$ cat src/hdl/iqpu_pkg.sv
// ----------------------------------------------------------------------------
// iqpu_pkg: shared types and constants of the quadrature phase unwrap tracker
// Widths, fixed-point constants, control word layout and the microcode
// program of the sequencer.
// ----------------------------------------------------------------------------
package iqpu_pkg;

   // field widths
   localparam int SAMPLE_BITS  = 16;
   localparam int TURN_BITS    = 24;
   localparam int PHASE_BITS   = 16;
   localparam int CORDIC_STEPS = 16;
   localparam int COEF_BITS    = 16;
   localparam int DIST_BITS    = 32;
   localparam int CSR_IDX_W    = 1;

   // fixed-point layout
   localparam int SMOOTH_FRAC  = 7;
   localparam int PRESCALE_SH  = 8;
   localparam int CORDIC_W     = SAMPLE_BITS + PRESCALE_SH + 4;
   localparam int ANGLE_W      = 34;
   localparam int ANGLE_SH     = 32 - PHASE_BITS;
   localparam int RQ_W         = ANGLE_W - ANGLE_SH;
   localparam int FRAC_W       = PHASE_BITS + 1;
   localparam int STEP_W       = $clog2(CORDIC_STEPS);
   localparam int ATAN_IDX_W   = 5;
   localparam int TOTAL_W      = TURN_BITS + PHASE_BITS + 1;
   localparam int SMOOTH_W     = TOTAL_W + SMOOTH_FRAC;
   localparam int DIFF_W       = SMOOTH_W + 1;
   localparam int CHUNK_W      = 16;
   localparam int MUL_W        = CHUNK_W + 1;
   localparam int PROD_W       = 2 * MUL_W;
   localparam int ACC_W        = 64;
   localparam int EMIT_SH      = PHASE_BITS + SMOOTH_FRAC;
   localparam int EP_W         = ACC_W - EMIT_SH;
   localparam int PC_W         = 5;

   // reset values of the control registers
   localparam logic [COEF_BITS-1:0] ALPHA_RESET = COEF_BITS'(1311);
   localparam logic [COEF_BITS-1:0] UM_RESET    = COEF_BITS'(4250);

   // register indexes
   localparam logic [CSR_IDX_W-1:0] CSR_SMOOTH_ALPHA = 1'b0;
   localparam logic [CSR_IDX_W-1:0] CSR_UM_PER_TURN  = 1'b1;

   // rounding and clamp constants
   localparam logic signed [ANGLE_W-1:0] HALF_TURN_ANGLE = ANGLE_W'(64'h8000_0000);
   localparam logic signed [ANGLE_W-1:0] ROUND_ANGLE     = ANGLE_W'(2 ** (ANGLE_SH - 1));
   localparam logic signed [RQ_W-1:0]    FRAC_HI_Q       = RQ_W'(2 ** (PHASE_BITS - 1));
   localparam logic signed [RQ_W-1:0]    FRAC_LO_Q       = RQ_W'(1 - 2 ** (PHASE_BITS - 1));
   localparam logic signed [DIFF_W-1:0]  DIFF_MAX = {2'b00, {(SMOOTH_W - 1){1'b1}}};
   localparam logic signed [DIFF_W-1:0]  DIFF_MIN = {2'b11, {(SMOOTH_W - 2){1'b0}}, 1'b1};
   localparam logic signed [ACC_W-1:0]   EMIT_ROUND = ACC_W'(2 ** (EMIT_SH - 1));
   localparam logic signed [EP_W-1:0]    DIST_MAX = {{(EP_W - DIST_BITS + 1){1'b0}},
                                                     {(DIST_BITS - 1){1'b1}}};
   localparam logic signed [EP_W-1:0]    DIST_MIN = {{(EP_W - DIST_BITS + 1){1'b1}},
                                                     {(DIST_BITS - 1){1'b0}}};
   localparam logic [STEP_W-1:0]         STEP_LAST = STEP_W'(CORDIC_STEPS - 1);

   // datapath operations
   typedef enum logic [3:0] {
      OP_NOP    = 4'd0,
      OP_ACCEPT = 4'd1,
      OP_PREP   = 4'd2,
      OP_ROT    = 4'd3,
      OP_FRAC   = 4'd4,
      OP_SDIFF  = 4'd5,
      OP_MAC    = 4'd6,
      OP_SMOOTH = 4'd7,
      OP_EDIFF  = 4'd8,
      OP_ZERO   = 4'd9,
      OP_EMIT   = 4'd10
   } op_type;

   // multiplier operand chunk of the difference register
   typedef enum logic [1:0] {
      CH_LO  = 2'd0,
      CH_MID = 2'd1,
      CH_HI  = 2'd2
   } chunk_type;

   // accumulator action
   typedef enum logic [1:0] {
      ACC_CLR  = 2'd0,
      ACC_SH32 = 2'd1,
      ACC_SH16 = 2'd2,
      ACC_SH0  = 2'd3
   } accm_type;

   // coefficient select
   typedef enum logic {
      COEF_ALPHA = 1'b0,
      COEF_UM    = 1'b1
   } coef_type;

   // sequencer jump conditions
   typedef enum logic [2:0] {
      J_NEXT   = 3'd0,
      J_GOTO   = 3'd1,
      J_LOOP   = 3'd2,
      J_ACCEPT = 3'd3,
      J_EMIT   = 3'd4
   } jmp_type;

   typedef struct packed {
      op_type            op;
      chunk_type         chunk;
      accm_type          accm;
      coef_type          coef;
      jmp_type           jmp;
      logic [PC_W-1:0]   target;
   } ucode_type;

   // program addresses
   localparam logic [PC_W-1:0] PC_ACCEPT   = 5'd0;
   localparam logic [PC_W-1:0] PC_PREP     = 5'd1;
   localparam logic [PC_W-1:0] PC_ROT      = 5'd2;
   localparam logic [PC_W-1:0] PC_FRAC     = 5'd3;
   localparam logic [PC_W-1:0] PC_SDIFF    = 5'd4;
   localparam logic [PC_W-1:0] PC_SMAC_HI  = 5'd5;
   localparam logic [PC_W-1:0] PC_SMAC_MID = 5'd6;
   localparam logic [PC_W-1:0] PC_SMAC_LO  = 5'd7;
   localparam logic [PC_W-1:0] PC_SMAC_SUM = 5'd8;
   localparam logic [PC_W-1:0] PC_SMOOTH   = 5'd9;
   localparam logic [PC_W-1:0] PC_EDIFF    = 5'd10;
   localparam logic [PC_W-1:0] PC_EMAC_HI  = 5'd11;
   localparam logic [PC_W-1:0] PC_EMAC_MID = 5'd12;
   localparam logic [PC_W-1:0] PC_EMAC_LO  = 5'd13;
   localparam logic [PC_W-1:0] PC_EMAC_SUM = 5'd14;
   localparam logic [PC_W-1:0] PC_EMIT     = 5'd15;
   localparam logic [PC_W-1:0] PC_ZERO     = 5'd16;

   // plain control word with default multiplier fields and the given jump
   function automatic ucode_type uc_word(input op_type op, input jmp_type jmp,
                                         input logic [PC_W-1:0] target);
      ucode_type w;
      w.op     = op;
      w.chunk  = CH_LO;
      w.accm   = ACC_CLR;
      w.coef   = COEF_ALPHA;
      w.jmp    = jmp;
      w.target = target;
      return w;
   endfunction

   // one multiply-accumulate step
   function automatic ucode_type uc_mac(input chunk_type chunk, input accm_type accm,
                                        input coef_type coef);
      ucode_type w;
      w.op     = OP_MAC;
      w.chunk  = chunk;
      w.accm   = accm;
      w.coef   = coef;
      w.jmp    = J_NEXT;
      w.target = PC_ACCEPT;
      return w;
   endfunction

   // microcode program
   function automatic ucode_type ucode_rom(input logic [PC_W-1:0] pc);
      ucode_type w;
      case (pc)
         PC_ACCEPT:   w = uc_word(OP_ACCEPT, J_ACCEPT, PC_ZERO);
         PC_PREP:     w = uc_word(OP_PREP, J_NEXT, PC_ACCEPT);
         PC_ROT:      w = uc_word(OP_ROT, J_LOOP, PC_ROT);
         PC_FRAC:     w = uc_word(OP_FRAC, J_NEXT, PC_ACCEPT);
         PC_SDIFF:    w = uc_word(OP_SDIFF, J_NEXT, PC_ACCEPT);
         PC_SMAC_HI:  w = uc_mac(CH_HI, ACC_CLR, COEF_ALPHA);
         PC_SMAC_MID: w = uc_mac(CH_MID, ACC_SH32, COEF_ALPHA);
         PC_SMAC_LO:  w = uc_mac(CH_LO, ACC_SH16, COEF_ALPHA);
         PC_SMAC_SUM: w = uc_mac(CH_LO, ACC_SH0, COEF_ALPHA);
         PC_SMOOTH:   w = uc_word(OP_SMOOTH, J_NEXT, PC_ACCEPT);
         PC_EDIFF:    w = uc_word(OP_EDIFF, J_NEXT, PC_ACCEPT);
         PC_EMAC_HI:  w = uc_mac(CH_HI, ACC_CLR, COEF_UM);
         PC_EMAC_MID: w = uc_mac(CH_MID, ACC_SH32, COEF_UM);
         PC_EMAC_LO:  w = uc_mac(CH_LO, ACC_SH16, COEF_UM);
         PC_EMAC_SUM: w = uc_mac(CH_LO, ACC_SH0, COEF_UM);
         PC_EMIT:     w = uc_word(OP_EMIT, J_EMIT, PC_ACCEPT);
         PC_ZERO:     w = uc_word(OP_ZERO, J_GOTO, PC_EDIFF);
         default:     w = uc_word(OP_NOP, J_GOTO, PC_ACCEPT);
      endcase
      return w;
   endfunction

   // arctangent of 2^-k in 1/2^32 turn
   function automatic logic [31:0] atan_entry(input logic [ATAN_IDX_W-1:0] idx);
      logic [31:0] a;
      case (idx)
         5'd0:    a = 32'h20000000;
         5'd1:    a = 32'h12E4051D;
         5'd2:    a = 32'h09FB385B;
         5'd3:    a = 32'h051111D4;
         5'd4:    a = 32'h028B0D43;
         5'd5:    a = 32'h0145D7E1;
         5'd6:    a = 32'h00A2F61E;
         5'd7:    a = 32'h00517C55;
         5'd8:    a = 32'h0028BE53;
         5'd9:    a = 32'h00145F2E;
         5'd10:   a = 32'h000A2F98;
         5'd11:   a = 32'h000517CC;
         5'd12:   a = 32'h00028BE6;
         5'd13:   a = 32'h000145F3;
         5'd14:   a = 32'h0000A2F9;
         5'd15:   a = 32'h0000517C;
         5'd16:   a = 32'h000028BE;
         5'd17:   a = 32'h0000145F;
         5'd18:   a = 32'h00000A2F;
         5'd19:   a = 32'h00000517;
         5'd20:   a = 32'h0000028B;
         5'd21:   a = 32'h00000145;
         5'd22:   a = 32'h000000A2;
         5'd23:   a = 32'h00000051;
         default: a = 32'h00000000;
      endcase
      return a;
   endfunction

endpackage

$ cat src/hdl/iq_phase_unwrap_tracker.sv
// ----------------------------------------------------------------------------
// iq_phase_unwrap_tracker: quadrature phase unwrap with smoothed distance
// Centres offset-binary I/Q samples, takes their phase with a CORDIC,
// counts whole turns, smooths the unwrapped phase and reports a distance.
// ----------------------------------------------------------------------------
// A sample transaction runs through the microcoded sequencer from acceptance
// to its result, and the next one can be accepted in the same cycle that
// result is first offered; a zero command runs a shorter sequence. The
// sequence is 16 iterations of one shared CORDIC rotator, then two passes
// of high, middle and low chunk products and their sum through a single
// 17x17 multiplier (smoothing update and distance scaling). A finished
// result waits in the output register while the next transaction is
// accepted. Configuration writes take effect at once.
module iq_phase_unwrap_tracker (
   input  logic                                         clock,
   input  logic                                         reset,
   input  logic                                         req_valid,
   output logic                                         req_ready,
   input  logic                                         req_func,
   input  logic        [iqpu_pkg::SAMPLE_BITS-1:0]      req_i_sample,
   input  logic        [iqpu_pkg::SAMPLE_BITS-1:0]      req_q_sample,
   output logic                                         rsp_valid,
   input  logic                                         rsp_ready,
   output logic signed [iqpu_pkg::DIST_BITS-1:0]        rsp_distance_um,
   output logic signed [iqpu_pkg::TURN_BITS-1:0]        rsp_turn_count,
   output logic signed [iqpu_pkg::PHASE_BITS-1:0]       rsp_phase_fraction,
   input  logic                                         csr_write_en,
   input  logic        [iqpu_pkg::CSR_IDX_W-1:0]        csr_index,
   input  logic        [iqpu_pkg::COEF_BITS-1:0]        csr_wdata
);

   // sequencer
   logic [iqpu_pkg::PC_W-1:0]               pc_ff, pc_in;
   iqpu_pkg::ucode_type                     uc;
   logic                                    emit_go;

   // configuration
   logic [iqpu_pkg::COEF_BITS-1:0]          alpha_ff, alpha_in;
   logic [iqpu_pkg::COEF_BITS-1:0]          um_ff, um_in;

   // tracker state
   logic signed [iqpu_pkg::TURN_BITS-1:0]   turns_ff, turns_in;
   logic                                    prevq_ff, prevq_in;
   logic [iqpu_pkg::PHASE_BITS-1:0]         last_ff, last_in;
   logic [iqpu_pkg::PHASE_BITS-1:0]         ref_ff, ref_in;
   logic signed [iqpu_pkg::SMOOTH_W-1:0]    s_ff, s_in;

   // datapath registers
   logic [iqpu_pkg::SAMPLE_BITS-1:0]        i_ff, i_in;
   logic [iqpu_pkg::SAMPLE_BITS-1:0]        q_ff, q_in;
   logic signed [iqpu_pkg::CORDIC_W-1:0]    x_ff, x_in;
   logic signed [iqpu_pkg::CORDIC_W-1:0]    y_ff, y_in;
   logic signed [iqpu_pkg::ANGLE_W-1:0]     z_ff, z_in;
   logic [iqpu_pkg::STEP_W-1:0]             k_ff, k_in;
   logic                                    zvec_ff, zvec_in;
   logic signed [iqpu_pkg::FRAC_W-1:0]      frac_ff, frac_in;
   logic signed [iqpu_pkg::SMOOTH_W-1:0]    diff_ff, diff_in;
   logic signed [iqpu_pkg::PROD_W-1:0]      prod_ff, prod_in;
   logic signed [iqpu_pkg::ACC_W-1:0]       acc_ff, acc_in;

   // result register
   logic                                    rsp_valid_ff, rsp_valid_in;
   logic signed [iqpu_pkg::DIST_BITS-1:0]   dist_ff, dist_in;
   logic signed [iqpu_pkg::TURN_BITS-1:0]   rturn_ff, rturn_in;
   logic [iqpu_pkg::PHASE_BITS-1:0]         rfrac_ff, rfrac_in;

   // combinational helpers
   logic signed [iqpu_pkg::SAMPLE_BITS-1:0] i_c, q_c;
   logic signed [iqpu_pkg::CORDIC_W-1:0]    x0, y0, dx, dy;
   logic signed [iqpu_pkg::ANGLE_W-1:0]     ang, rz;
   logic signed [iqpu_pkg::RQ_W-1:0]        rq;
   logic signed [iqpu_pkg::FRAC_W-1:0]      frac_c;
   logic signed [iqpu_pkg::TOTAL_W-1:0]     total;
   logic signed [iqpu_pkg::SMOOTH_W-1:0]    t_sc;
   logic signed [iqpu_pkg::MUL_W-1:0]       mop, cop;
   logic signed [iqpu_pkg::ACC_W-1:0]       er;
   logic signed [iqpu_pkg::EP_W-1:0]        ep;

   // clamp a difference to the symmetric 48-bit range
   function automatic logic signed [iqpu_pkg::SMOOTH_W-1:0] clamp_diff(
      input logic signed [iqpu_pkg::DIFF_W-1:0] v);
      logic signed [iqpu_pkg::SMOOTH_W-1:0] r;
      if (v > iqpu_pkg::DIFF_MAX) begin
         r = iqpu_pkg::DIFF_MAX[iqpu_pkg::SMOOTH_W-1:0];
      end else if (v < iqpu_pkg::DIFF_MIN) begin
         r = iqpu_pkg::DIFF_MIN[iqpu_pkg::SMOOTH_W-1:0];
      end else begin
         r = v[iqpu_pkg::SMOOTH_W-1:0];
      end
      return r;
   endfunction

   // stored fraction to signed value, the half-turn code reads as +1/2
   function automatic logic signed [iqpu_pkg::FRAC_W-1:0] decode_frac(
      input logic [iqpu_pkg::PHASE_BITS-1:0] f);
      logic signed [iqpu_pkg::FRAC_W-1:0] r;
      if (f == {1'b1, {(iqpu_pkg::PHASE_BITS - 1){1'b0}}}) begin
         r = $signed({1'b0, f});
      end else begin
         r = $signed({f[iqpu_pkg::PHASE_BITS-1], f});
      end
      return r;
   endfunction

   // fraction scaled into the smoothing format
   function automatic logic signed [iqpu_pkg::SMOOTH_W-1:0] scale_frac(
      input logic signed [iqpu_pkg::FRAC_W-1:0] v);
      return iqpu_pkg::SMOOTH_W'(v) <<< iqpu_pkg::SMOOTH_FRAC;
   endfunction

   // control word fetch and handshake
   assign uc        = iqpu_pkg::ucode_rom(pc_ff);
   assign req_ready = (uc.op == iqpu_pkg::OP_ACCEPT);
   assign emit_go   = (uc.op == iqpu_pkg::OP_EMIT) && (!rsp_valid_ff || rsp_ready);

   // step counter and jumps
   always_comb begin
      case (uc.jmp)
         iqpu_pkg::J_NEXT:   pc_in = pc_ff + 1'b1;
         iqpu_pkg::J_GOTO:   pc_in = uc.target;
         iqpu_pkg::J_LOOP:   pc_in = (k_ff != iqpu_pkg::STEP_LAST) ? uc.target : pc_ff + 1'b1;
         iqpu_pkg::J_ACCEPT: pc_in = req_valid ? (req_func ? uc.target : pc_ff + 1'b1) : pc_ff;
         iqpu_pkg::J_EMIT:   pc_in = emit_go ? uc.target : pc_ff;
         default:            pc_in = iqpu_pkg::PC_ACCEPT;
      endcase
   end

   // configuration writes
   always_comb begin
      alpha_in = alpha_ff;
      um_in    = um_ff;
      if (csr_write_en) begin
         case (csr_index)
            iqpu_pkg::CSR_SMOOTH_ALPHA: alpha_in = csr_wdata;
            iqpu_pkg::CSR_UM_PER_TURN:  um_in    = csr_wdata;
            default: ;
         endcase
      end
   end

   // centred samples and cordic start vector
   assign i_c = $signed({~i_ff[iqpu_pkg::SAMPLE_BITS-1], i_ff[iqpu_pkg::SAMPLE_BITS-2:0]});
   assign q_c = $signed({~q_ff[iqpu_pkg::SAMPLE_BITS-1], q_ff[iqpu_pkg::SAMPLE_BITS-2:0]});
   assign x0  = iqpu_pkg::CORDIC_W'(i_c) <<< iqpu_pkg::PRESCALE_SH;
   assign y0  = iqpu_pkg::CORDIC_W'(q_c) <<< iqpu_pkg::PRESCALE_SH;

   // rotator terms
   assign dx  = y_ff >>> k_ff;
   assign dy  = x_ff >>> k_ff;
   assign ang = $signed({{(iqpu_pkg::ANGLE_W - 32){1'b0}},
                         iqpu_pkg::atan_entry(iqpu_pkg::ATAN_IDX_W'(k_ff))});

   // angle rounding to the phase resolution with clamp
   assign rz = z_ff + iqpu_pkg::ROUND_ANGLE;
   assign rq = $signed(rz[iqpu_pkg::ANGLE_W-1:iqpu_pkg::ANGLE_SH]);
   always_comb begin
      if (zvec_ff) begin
         frac_c = '0;
      end else if (rq > iqpu_pkg::FRAC_HI_Q) begin
         frac_c = iqpu_pkg::FRAC_HI_Q[iqpu_pkg::FRAC_W-1:0];
      end else if (rq < iqpu_pkg::FRAC_LO_Q) begin
         frac_c = iqpu_pkg::FRAC_LO_Q[iqpu_pkg::FRAC_W-1:0];
      end else begin
         frac_c = rq[iqpu_pkg::FRAC_W-1:0];
      end
   end

   // unwrapped phase in smoothing format
   assign total = iqpu_pkg::TOTAL_W'($signed({turns_ff, {iqpu_pkg::PHASE_BITS{1'b0}}}))
                + iqpu_pkg::TOTAL_W'(frac_ff);
   assign t_sc  = iqpu_pkg::SMOOTH_W'(total) <<< iqpu_pkg::SMOOTH_FRAC;

   // multiplier operands
   always_comb begin
      case (uc.chunk)
         iqpu_pkg::CH_HI:  mop = $signed({diff_ff[iqpu_pkg::SMOOTH_W-1],
                                          diff_ff[iqpu_pkg::SMOOTH_W-1:2*iqpu_pkg::CHUNK_W]});
         iqpu_pkg::CH_MID: mop = $signed({1'b0,
                                          diff_ff[2*iqpu_pkg::CHUNK_W-1:iqpu_pkg::CHUNK_W]});
         default:          mop = $signed({1'b0, diff_ff[iqpu_pkg::CHUNK_W-1:0]});
      endcase
      cop = (uc.coef == iqpu_pkg::COEF_UM) ? $signed({1'b0, um_ff}) : $signed({1'b0, alpha_ff});
   end

   // distance rounding
   assign er = acc_ff + iqpu_pkg::EMIT_ROUND;
   assign ep = $signed(er[iqpu_pkg::ACC_W-1:iqpu_pkg::EMIT_SH]);

   // datapath next state
   always_comb begin
      i_in     = i_ff;
      q_in     = q_ff;
      x_in     = x_ff;
      y_in     = y_ff;
      z_in     = z_ff;
      k_in     = k_ff;
      zvec_in  = zvec_ff;
      frac_in  = frac_ff;
      diff_in  = diff_ff;
      prod_in  = prod_ff;
      acc_in   = acc_ff;
      turns_in = turns_ff;
      prevq_in = prevq_ff;
      last_in  = last_ff;
      ref_in   = ref_ff;
      s_in     = s_ff;
      dist_in  = dist_ff;
      rturn_in = rturn_ff;
      rfrac_in = rfrac_ff;
      case (uc.op)
         // capture the transaction
         iqpu_pkg::OP_ACCEPT: begin
            i_in = req_i_sample;
            q_in = req_q_sample;
         end
         // turn counting and cordic setup
         iqpu_pkg::OP_PREP: begin
            if (!q_c[iqpu_pkg::SAMPLE_BITS-1] && prevq_ff && i_c[iqpu_pkg::SAMPLE_BITS-1]) begin
               turns_in = turns_ff - iqpu_pkg::TURN_BITS'(1);
            end
            if (q_c[iqpu_pkg::SAMPLE_BITS-1] && !prevq_ff && i_c[iqpu_pkg::SAMPLE_BITS-1]) begin
               turns_in = turns_ff + iqpu_pkg::TURN_BITS'(1);
            end
            prevq_in = q_c[iqpu_pkg::SAMPLE_BITS-1];
            zvec_in  = (i_c == '0) && (q_c == '0);
            k_in     = '0;
            if (i_c[iqpu_pkg::SAMPLE_BITS-1]) begin
               x_in = -x0;
               y_in = -y0;
               z_in = q_c[iqpu_pkg::SAMPLE_BITS-1] ? -iqpu_pkg::HALF_TURN_ANGLE
                                                   : iqpu_pkg::HALF_TURN_ANGLE;
            end else begin
               x_in = x0;
               y_in = y0;
               z_in = '0;
            end
         end
         // one vectoring iteration
         iqpu_pkg::OP_ROT: begin
            if (!y_ff[iqpu_pkg::CORDIC_W-1]) begin
               x_in = x_ff + dx;
               y_in = y_ff - dy;
               z_in = z_ff + ang;
            end else begin
               x_in = x_ff - dx;
               y_in = y_ff + dy;
               z_in = z_ff - ang;
            end
            k_in = k_ff + 1'b1;
         end
         // phase fraction
         iqpu_pkg::OP_FRAC: begin
            frac_in = frac_c;
            last_in = frac_c[iqpu_pkg::PHASE_BITS-1:0];
         end
         // smoothing error
         iqpu_pkg::OP_SDIFF: begin
            diff_in = clamp_diff(iqpu_pkg::DIFF_W'(t_sc) - iqpu_pkg::DIFF_W'(s_ff));
         end
         // chunked multiply-accumulate
         iqpu_pkg::OP_MAC: begin
            prod_in = mop * cop;
            case (uc.accm)
               iqpu_pkg::ACC_CLR:  acc_in = '0;
               iqpu_pkg::ACC_SH32: acc_in = acc_ff + (iqpu_pkg::ACC_W'(prod_ff)
                                                      <<< (2 * iqpu_pkg::CHUNK_W));
               iqpu_pkg::ACC_SH16: acc_in = acc_ff + (iqpu_pkg::ACC_W'(prod_ff)
                                                      <<< iqpu_pkg::CHUNK_W);
               default:            acc_in = acc_ff + iqpu_pkg::ACC_W'(prod_ff);
            endcase
         end
         // smoothed phase update, floor of product over 2^16
         iqpu_pkg::OP_SMOOTH: begin
            s_in = s_ff + $signed(acc_ff[iqpu_pkg::ACC_W-1:iqpu_pkg::CHUNK_W]);
         end
         // distance error against the reference
         iqpu_pkg::OP_EDIFF: begin
            diff_in = clamp_diff(iqpu_pkg::DIFF_W'(scale_frac(decode_frac(ref_ff)))
                                 - iqpu_pkg::DIFF_W'(s_ff));
         end
         // zero command: re-reference
         iqpu_pkg::OP_ZERO: begin
            turns_in = '0;
            ref_in   = last_ff;
            s_in     = scale_frac(decode_frac(last_ff));
         end
         // load the result register
         iqpu_pkg::OP_EMIT: begin
            if (emit_go) begin
               if (ep > iqpu_pkg::DIST_MAX) begin
                  dist_in = iqpu_pkg::DIST_MAX[iqpu_pkg::DIST_BITS-1:0];
               end else if (ep < iqpu_pkg::DIST_MIN) begin
                  dist_in = iqpu_pkg::DIST_MIN[iqpu_pkg::DIST_BITS-1:0];
               end else begin
                  dist_in = ep[iqpu_pkg::DIST_BITS-1:0];
               end
               rturn_in = turns_ff;
               rfrac_in = last_ff;
            end
         end
         default: ;
      endcase
   end

   // result valid
   assign rsp_valid_in = emit_go || (rsp_valid_ff && !rsp_ready);

   // control and tracker state
   always_ff @(posedge clock) begin
      if (reset) begin
         pc_ff        <= iqpu_pkg::PC_ACCEPT;
         rsp_valid_ff <= 1'b0;
         alpha_ff     <= iqpu_pkg::ALPHA_RESET;
         um_ff        <= iqpu_pkg::UM_RESET;
         turns_ff     <= '0;
         prevq_ff     <= 1'b0;
         last_ff      <= '0;
         ref_ff       <= '0;
         s_ff         <= '0;
      end else begin
         pc_ff        <= pc_in;
         rsp_valid_ff <= rsp_valid_in;
         alpha_ff     <= alpha_in;
         um_ff        <= um_in;
         turns_ff     <= turns_in;
         prevq_ff     <= prevq_in;
         last_ff      <= last_in;
         ref_ff       <= ref_in;
         s_ff         <= s_in;
      end
   end

   // datapath and result payload
   always_ff @(posedge clock) begin
      i_ff     <= i_in;
      q_ff     <= q_in;
      x_ff     <= x_in;
      y_ff     <= y_in;
      z_ff     <= z_in;
      k_ff     <= k_in;
      zvec_ff  <= zvec_in;
      frac_ff  <= frac_in;
      diff_ff  <= diff_in;
      prod_ff  <= prod_in;
      acc_ff   <= acc_in;
      dist_ff  <= dist_in;
      rturn_ff <= rturn_in;
      rfrac_ff <= rfrac_in;
   end

   // outputs
   assign rsp_valid          = rsp_valid_ff;
   assign rsp_distance_um    = dist_ff;
   assign rsp_turn_count     = rturn_ff;
   assign rsp_phase_fraction = $signed(rfrac_ff);

endmodule

$ cat config.mk
export PLATFORM = sky130hd
export DESIGN_NAME = iq_phase_unwrap_tracker
export DESIGN_NICKNAME = d
export VERILOG_FILES = /design/src/hdl/iqpu_pkg.sv /design/src/hdl/iq_phase_unwrap_tracker.sv
export SDC_FILE = /design/constraint.sdc
export NUM_CORES = 2
export LEC_CHECK = 0
export ABC_AREA = 1
export BUFFER_PORTS_ARGS = -buffer_cell sky130_fd_sc_hd__buf_4
export CELL_PAD_IN_SITES_DETAIL_PLACEMENT = 2
export CELL_PAD_IN_SITES_GLOBAL_PLACEMENT = 2
export CORE_ASPECT_RATIO = 1.4
export CORE_MARGIN = 4
export CORE_UTILIZATION = 34
export CTS_CLUSTER_SIZE = 20
export DETAILED_ROUTE_END_ITERATION = 10
export PLACE_DENSITY = 0.82
export SYNTH_ARGS = -nofsm -noshare
export SYNTH_HDL_FRONTEND = slang
export SYNTH_SLANG_ARGS = --single-unit
$ cat constraint.sdc
create_clock -name clock -period 7 [get_ports clock]
set_input_delay 0.35 -clock clock [delete_from_list [all_inputs] [get_ports clock]]
set_output_delay 0.35 -clock clock [all_outputs]
set_load 0.01 [all_outputs]
[After elaboration in Yosys (flattened, before gate mapping)]
Memories as Yosys holds them, arrays and structs flattened. A register that Yosys moved wholly into a read port is not among the register bits.
Index checks and enable logic that the tools add are counted.
Cells by class
  add/sub/neg operators: 21
  multiply operators: 1
  divide/modulo/power cells: 0
  magnitude comparators: 8
  equality and inequality tests: 24
  shifts and indexed selects: 2
  multiplexer cells: 38
  bitwise logic cells: 3
  reductions and logical operators: 26
Operator list (count)
  2-to-1 mux 48 bit: 4
  one-hot mux 48 bit (2 select lines): 2
  one-hot mux 64 bit (3 select lines): 1
  2-to-1 mux 28 bit: 4
  one-hot mux 28 bit (2 select lines): 2
  2-to-1 mux 34 bit: 3
  greater-than comparator 49 x 48 -> 1 bit, second input constant: 2
  < comparator 49 x 48 -> 1 bit, second input constant: 2
  2-to-1 mux 17 bit: 4
  one-hot mux 34 bit (2 select lines): 1
  adder 64 x 24 -> 64 bit, second input constant: 1
  adder 64 x 34 -> 64 bit: 1
  adder 64 x 50 -> 64 bit: 1
  adder 64 bit: 1
  adder 28 bit: 2
  negation 24 -> 28 bit: 2
  >>> shifter 28 x 4 -> 28 bit: 2
  subtractor 28 bit: 2
  subtractor 24 x 48 -> 49 bit: 1
  subtractor 48 x 48 -> 49 bit: 1
  adder 48 bit: 1
  2-to-1 mux 16 bit: 3
  2-to-1 mux 24 bit: 2
  one-hot mux 24 bit (2 select lines): 1
  42 further kinds: 77
Word-level totals
  bits in registers: 505
  latch bits: 0
  RAM bits: 0
  memory bits (read-only): 960
  input bits: 55
  output and inout bits: 74
  memories: 2
Memory list
  (no name shown): depth 16, width 30, rd ports 1, clocked after memory_dff 1, write ports 0, line iqpu_pkg.sv:188  | case (idx)
  (no name shown): depth 32, width 15, rd ports 1, clocked after memory_dff 1, write ports 0, line iqpu_pkg.sv:162  | case (pc)

[Depth between registers and ports, before layout]
  word-level depth: 8
  gate-level depth with buffers: 35
  depth with buffers taken out: 33

[Worst setup path after synthesis]
No wires, ideal clock.
  kind: reg-to-reg
  start point: reg, netlist name uc[11]
  end point: reg prod_ff[31] (netlist bit) (data pin)
  library setup time: 262 ps
  arrival: 6758 ps
  data required time: 6738 ps
  slack: -20 ps
  cell stages (with the launch flop): 28
  buffers on the path: 3
  clock period less this slack: 7020 ps
  cell sequence: dfxtp_1 inv_1 ha_1 clkbuf_1 clkbuf_1 inv_1 nor3_1 inv_1 clkbuf_1 nor2_1 fa_1 fa_1 fa_1 fa_1 fa_1 inv_1 fa_1 inv_1 ha_1 nand2_1 nor2_1 inv_1 nor2_1 a2111oi_0 o21a_1 o21ai_0 a21oi_1 xor2_1
On the way
  cells in the longest elaborated chain, start to end: 3
  elaborated cells on any way between the ends: 4
  classes of those cells: mul: 1; eq/ne: 2; mux: 1
Ends and longest elaborated chain
  == test 2 x 1 -> 1 bit or == test 2 bit (tied branches): line iq_phase_unwrap_tracker.sv:175  | case (uc.chunk)
  one-hot mux 17 bit (2 select lines) (*): line iq_phase_unwrap_tracker.sv:175
  multiplier 17 x 17 -> 34 bit (*): line iq_phase_unwrap_tracker.sv:262  | prod_in = mop * cop;
  to (signal assigned): line iq_phase_unwrap_tracker.sv:344  | prod_ff <= prod_in;
  to (decl): line iq_phase_unwrap_tracker.sv:58  | logic signed [iqpu_pkg::PROD_W-1:0] prod_ff, prod_in;
Every way passes the cells marked *; elsewhere a longest branch is shown, timed or not.
A chain may end at the register's enable or synchronous reset.

[Worst setup path in the final report]
  start point: reg, netlist name uc[11]
  end point: reg prod_ff[33] (netlist bit) (data pin)
On the way
  cells in the longest elaborated chain, start to end: 3
  elaborated cells on any way between the ends: 4
  classes of those cells: mul: 1; eq/ne: 2; mux: 1
Ends and longest elaborated chain (line)
  == test 2 x 1 -> 1 bit or == test 2 bit (tied branches): iq_phase_unwrap_tracker.sv:175
  one-hot mux 17 bit (2 select lines) (*): iq_phase_unwrap_tracker.sv:175
  multiplier 17 x 17 -> 34 bit (*): iq_phase_unwrap_tracker.sv:262
Marks and branches as above.

==> results.sh <==
export IMPL_fmax_mhz=143
export IMPL_drt_antenna_violating_nets=0
export IMPL_syn_to_final_growth_pct=13.4
export IMPL_grt_pass1_wl_microns=472000
export IMPL_hpwl_microns=263000
export IMPL_io_pins=129
export IMPL_ys_types=73
export IMPL_timing_max_cap_violations=0
export IMPL_clk_path_buf_depth=3
export IMPL_period_minus_slack_ns=7.01
export IMPL_ctsHtreeMaxLevel=3
export IMPL_grt_util_met3_pct=3.10
export IMPL_powerDensity_nw_per_um2=516
export IMPL_path_class="reg -> reg"
export IMPL_worstSkewPairLatency_ns=0.73
export IMPL_critPathLaunchType="flip-flop"
export IMPL_cp_slowest_cell="fa_1"
export IMPL_die_w_microns=377
export IMPL_postSynth_asyncResetShare_pct=0
export IMPL_yosysWarnings=0
export IMPL_die_area_sq_um=198000
export IMPL_core_area_sq_um=189000
export IMPL_fin_cells=12500
export IMPL_max_stage_delay_ns=0.57
export IMPL_clockRootBuffer="clkbuf_16"
export IMPL_port_buffers=128
export IMPL_slew_headroom_pct=14.9
export IMPL_start_util_pct=34.2
export IMPL_arrival_ns=7.46
export IMPL_grt_max_degree=72
export IMPL_wirelength_microns=319000
export IMPL_setup_ws_ns=-0.00792
export IMPL_cts_tree="built"
export IMPL_p_leak_uw=0.0355
export IMPL_grt_busiest_layer="met2"
export IMPL_synthFlopType="edfxtp_1"
export IMPL_fin_nets=10800
export IMPL_cts_sinks=550
export IMPL_setup_worst_path_start="uc[11]"
export IMPL_die_h_microns=524
export IMPL_grt_use_total_pct=31.2
export IMPL_post_route_period_util_pct=100
export IMPL_ys_seq_area_share_pct=22.6
export IMPL_drive_above_1_share_pct=7.70
export IMPL_synth_area_sq_um=64700
export IMPL_drv_slew=0
export IMPL_cts_buffers=70
export IMPL_hold_slack_ns=0.133
export IMPL_dr_pass1_iters=8
export IMPL_drtIter0Drc=3542
export IMPL_grt_overflow_total=0
export IMPL_worstPathMaxFanout=8
export IMPL_finalSetupViolCount=2
export IMPL_violations="negative setup slack"
export IMPL_ys_seq_elements=550
export IMPL_vdd_drop_max_mv=1.06
export IMPL_synth_net_count=10500
export IMPL_globalplace_congestion=1.01
export IMPL_report_final_hold_viol_count=0
export IMPL_critPathMostFrequentCell="fa_1"
export IMPL_status="finished, violations left"
export IMPL_antenna_found_initial=5
export IMPL_hp_class="in -> reg"
export IMPL_drc=0
export IMPL_required_ns=7.45
export IMPL_postSynthCellCount=9680
export IMPL_worst_pin_slew_ns=1.28
export IMPL_vias_per_cell=5.53
export IMPL_end_kind="flip-flop"
export IMPL_rows=189
export IMPL_syn_avg_cell_area_sq_um=6.69
export IMPL_r2r_start="uc[11]"
export IMPL_fin_skew_ns=0.0569
export IMPL_wl_per_cell_microns=25.5
export IMPL_use_met1_pct=32.2
export IMPL_r2r_slack_ns=-0.008
export IMPL_vias=69200
export IMPL_r2r_worst_path_cells=32
export IMPL_crit_end="prod_ff[33]"
export IMPL_reg2reg_to="prod_ff[33]"
export IMPL_finalPower_uw=37900
export IMPL_clkTransAtPathRegs_ns=0.06
export IMPL_grt_use_met2_pct=59.6
export IMPL_grt_pass1_vias=77100
export IMPL_synth_edf_count=362
export IMPL_place_inst=12300
logic make-up (layout without fill, tap and decap cells):
group           count (synthesis)  count (layout)  share of synthesized area [%]
compound gates               1930            1930                           16.3
fa+ha+maj                     793             793                           18.7
mux                            24              24                          0.373
xor+xnor                      289             289                           3.95
other cells                     0               2                              0
flops                         550             550                           22.6
buf+inv                      1785            2135                           10.7
simple gates                 4309            4309                           27.4
Yosys cell counts, types with 12 or more instances:
master | count | area [sq um]
a21boi_0 | 17 | 128
a21o_1 | 36 | 270
a21oi_1 | 859 | 4300
a221o_1 | 15 | 150
a31oi_1 | 107 | 669
buf_2 | 28 | 140
buf_6 | 20 | 225
clkbuf_1 | 138 | 518
dfxtp_1 | 188 | 3760
edfxtp_1 | 362 | 10900
fa_1 | 288 | 5770
ha_1 | 505 | 6320
inv_1 | 1559 | 5850
inv_2 | 12 | 45.0
mux2i_1 | 23 | 230
nand2_1 | 2495 | 9370
nand3_1 | 376 | 1880
nand3b_1 | 26 | 195
nand4_1 | 90 | 563
nor2_1 | 1035 | 3880
nor2_2 | 16 | 100
nor2_4 | 17 | 191
nor3_1 | 101 | 505
nor4_1 | 47 | 294
o211ai_1 | 36 | 270
o21a_1 | 42 | 315
o21ai_0 | 617 | 3090
o21ai_1 | 71 | 355
o21bai_1 | 34 | 255
o221ai_1 | 16 | 140
o22ai_1 | 18 | 113
o31ai_1 | 13 | 97.6
or2_2 | 56 | 350
xnor2_1 | 109 | 955
xor2_1 | 177 | 1550
layout make-up:
class | count | area, sq um
Fill cell | 22800 | 116000
Multi-Input combinational cell | 7345 | 43800
Sequential cell | 550 | 14600
Inverter | 1583 | 5980
Timing Repair Buffer | 423 | 3540
Tap cell | 2483 | 3110
Clock buffer | 95 | 1950
Clock inverter | 33 | 348
Timing Repair inverter | 1 | 7.51
Antenna cell | 2 | 5.00
registers in the layout, indices dropped and copies added (netlist names), 5 cells and up:
register            flops
ang                    30
um_ff                  16
last_ff                16
acc_ff                 64
q_ff                   16
y_ff                   28
ref_ff                 16
z_ff                   34
frac_ff                17
alpha_ff               16
s_ff                   48
diff_ff                48
rsp_phase_fraction     16
i_ff                   16
rsp_turn_count         24
uc                     15
turns_ff               24
x_ff                   28
rsp_distance_um        32
pc_ff                   5
prod_ff                34
layout by cell type (no fill, tap or decap), drive strengths merged, types with 23 or more instances in the layout:
cell type,n
a31oi,107
nand2,2508
xnor2,109
clkinv,35
o211ai,37
a21o,36
o21ai,691
nor3,102
nor4,48
nand4,91
nand3,388
a21oi,861
nand3b,26
dlygate4sd3,49
o21a,42
mux2i,23
dfxtp,188
ha,505
clkbuf,95
o21bai,34
fa,288
xor2,180
nor2,1068
buf,374
inv,1571
edfxtp,362
or2,59
critical path, delay by kind of cell, from the launching register on:
family          cells  cell delay (ns)
fa+ha+maj           8             3.46
xor+xnor            1             0.14
buf+inv            11             1.28
flops               1             0.33
compound gates      7             1.07
simple gates        5             0.46
worst min-delay path by stage:
stage | slack (ns) | to | from | cells past startpoint
2_1_floorplan | 0.42 | alpha_ff[8] | alpha_ff[8] | 2
3_5_place_dp | 0.45 | alpha_ff[13] | alpha_ff[13] | 2
6_report | 0.13 | pc_ff[1] | reset | 2
4_1_cts | 0.09 | alpha_ff[0] | csr_index | 5
3_3_place_gp | 0.44 | alpha_ff[11] | alpha_ff[11] | 2
5_1_grt | 0.13 | ref_ff[2] | reset | 2
power breakdown:
part	total, uW	internal, uW	switching [uW]
clock network	3820	2060	1750
registers	5240	4730	509
logic	28800	10800	18100
through the flow:
step	instance area, sq um	util, %	setup WS (ns)	setup TNS (ns)
after floorplan	64700	-	0.0536	0
after global placement	69700	36.8	-0.157	-0.347
after detailed placement	69700	36.8	-0.510	-2.93
after CTS	72700	38.4	0.000150	0
after global routing	73400	38.7	-0.263	-1.69
final	73400	38.7	-0.00792	-0.0129
layer usage:
| metal | routed length, microns | up-vias |
|---|---|---|
| met4 | 24700 | 2 |
| met2 | 167000 | 1533 |
| met5 | 10 | - |
| met1 | 118000 | 34800 |
| met3 | 9890 | 838 |
| li1 | - | 32100 |
repair_timing:
action / in CTS / in global routing
setup buffers: 5 / 26
hold buffers: 49 / 0
gates cloned: 0 / 1
endpoints found under the hold margin: 65 / 0
pin swaps: 8 / 96
resized for setup: 39 / 132
setup endpoints to repair: 12 / 14
Note: power is estimated with default switching activity, not from simulation.
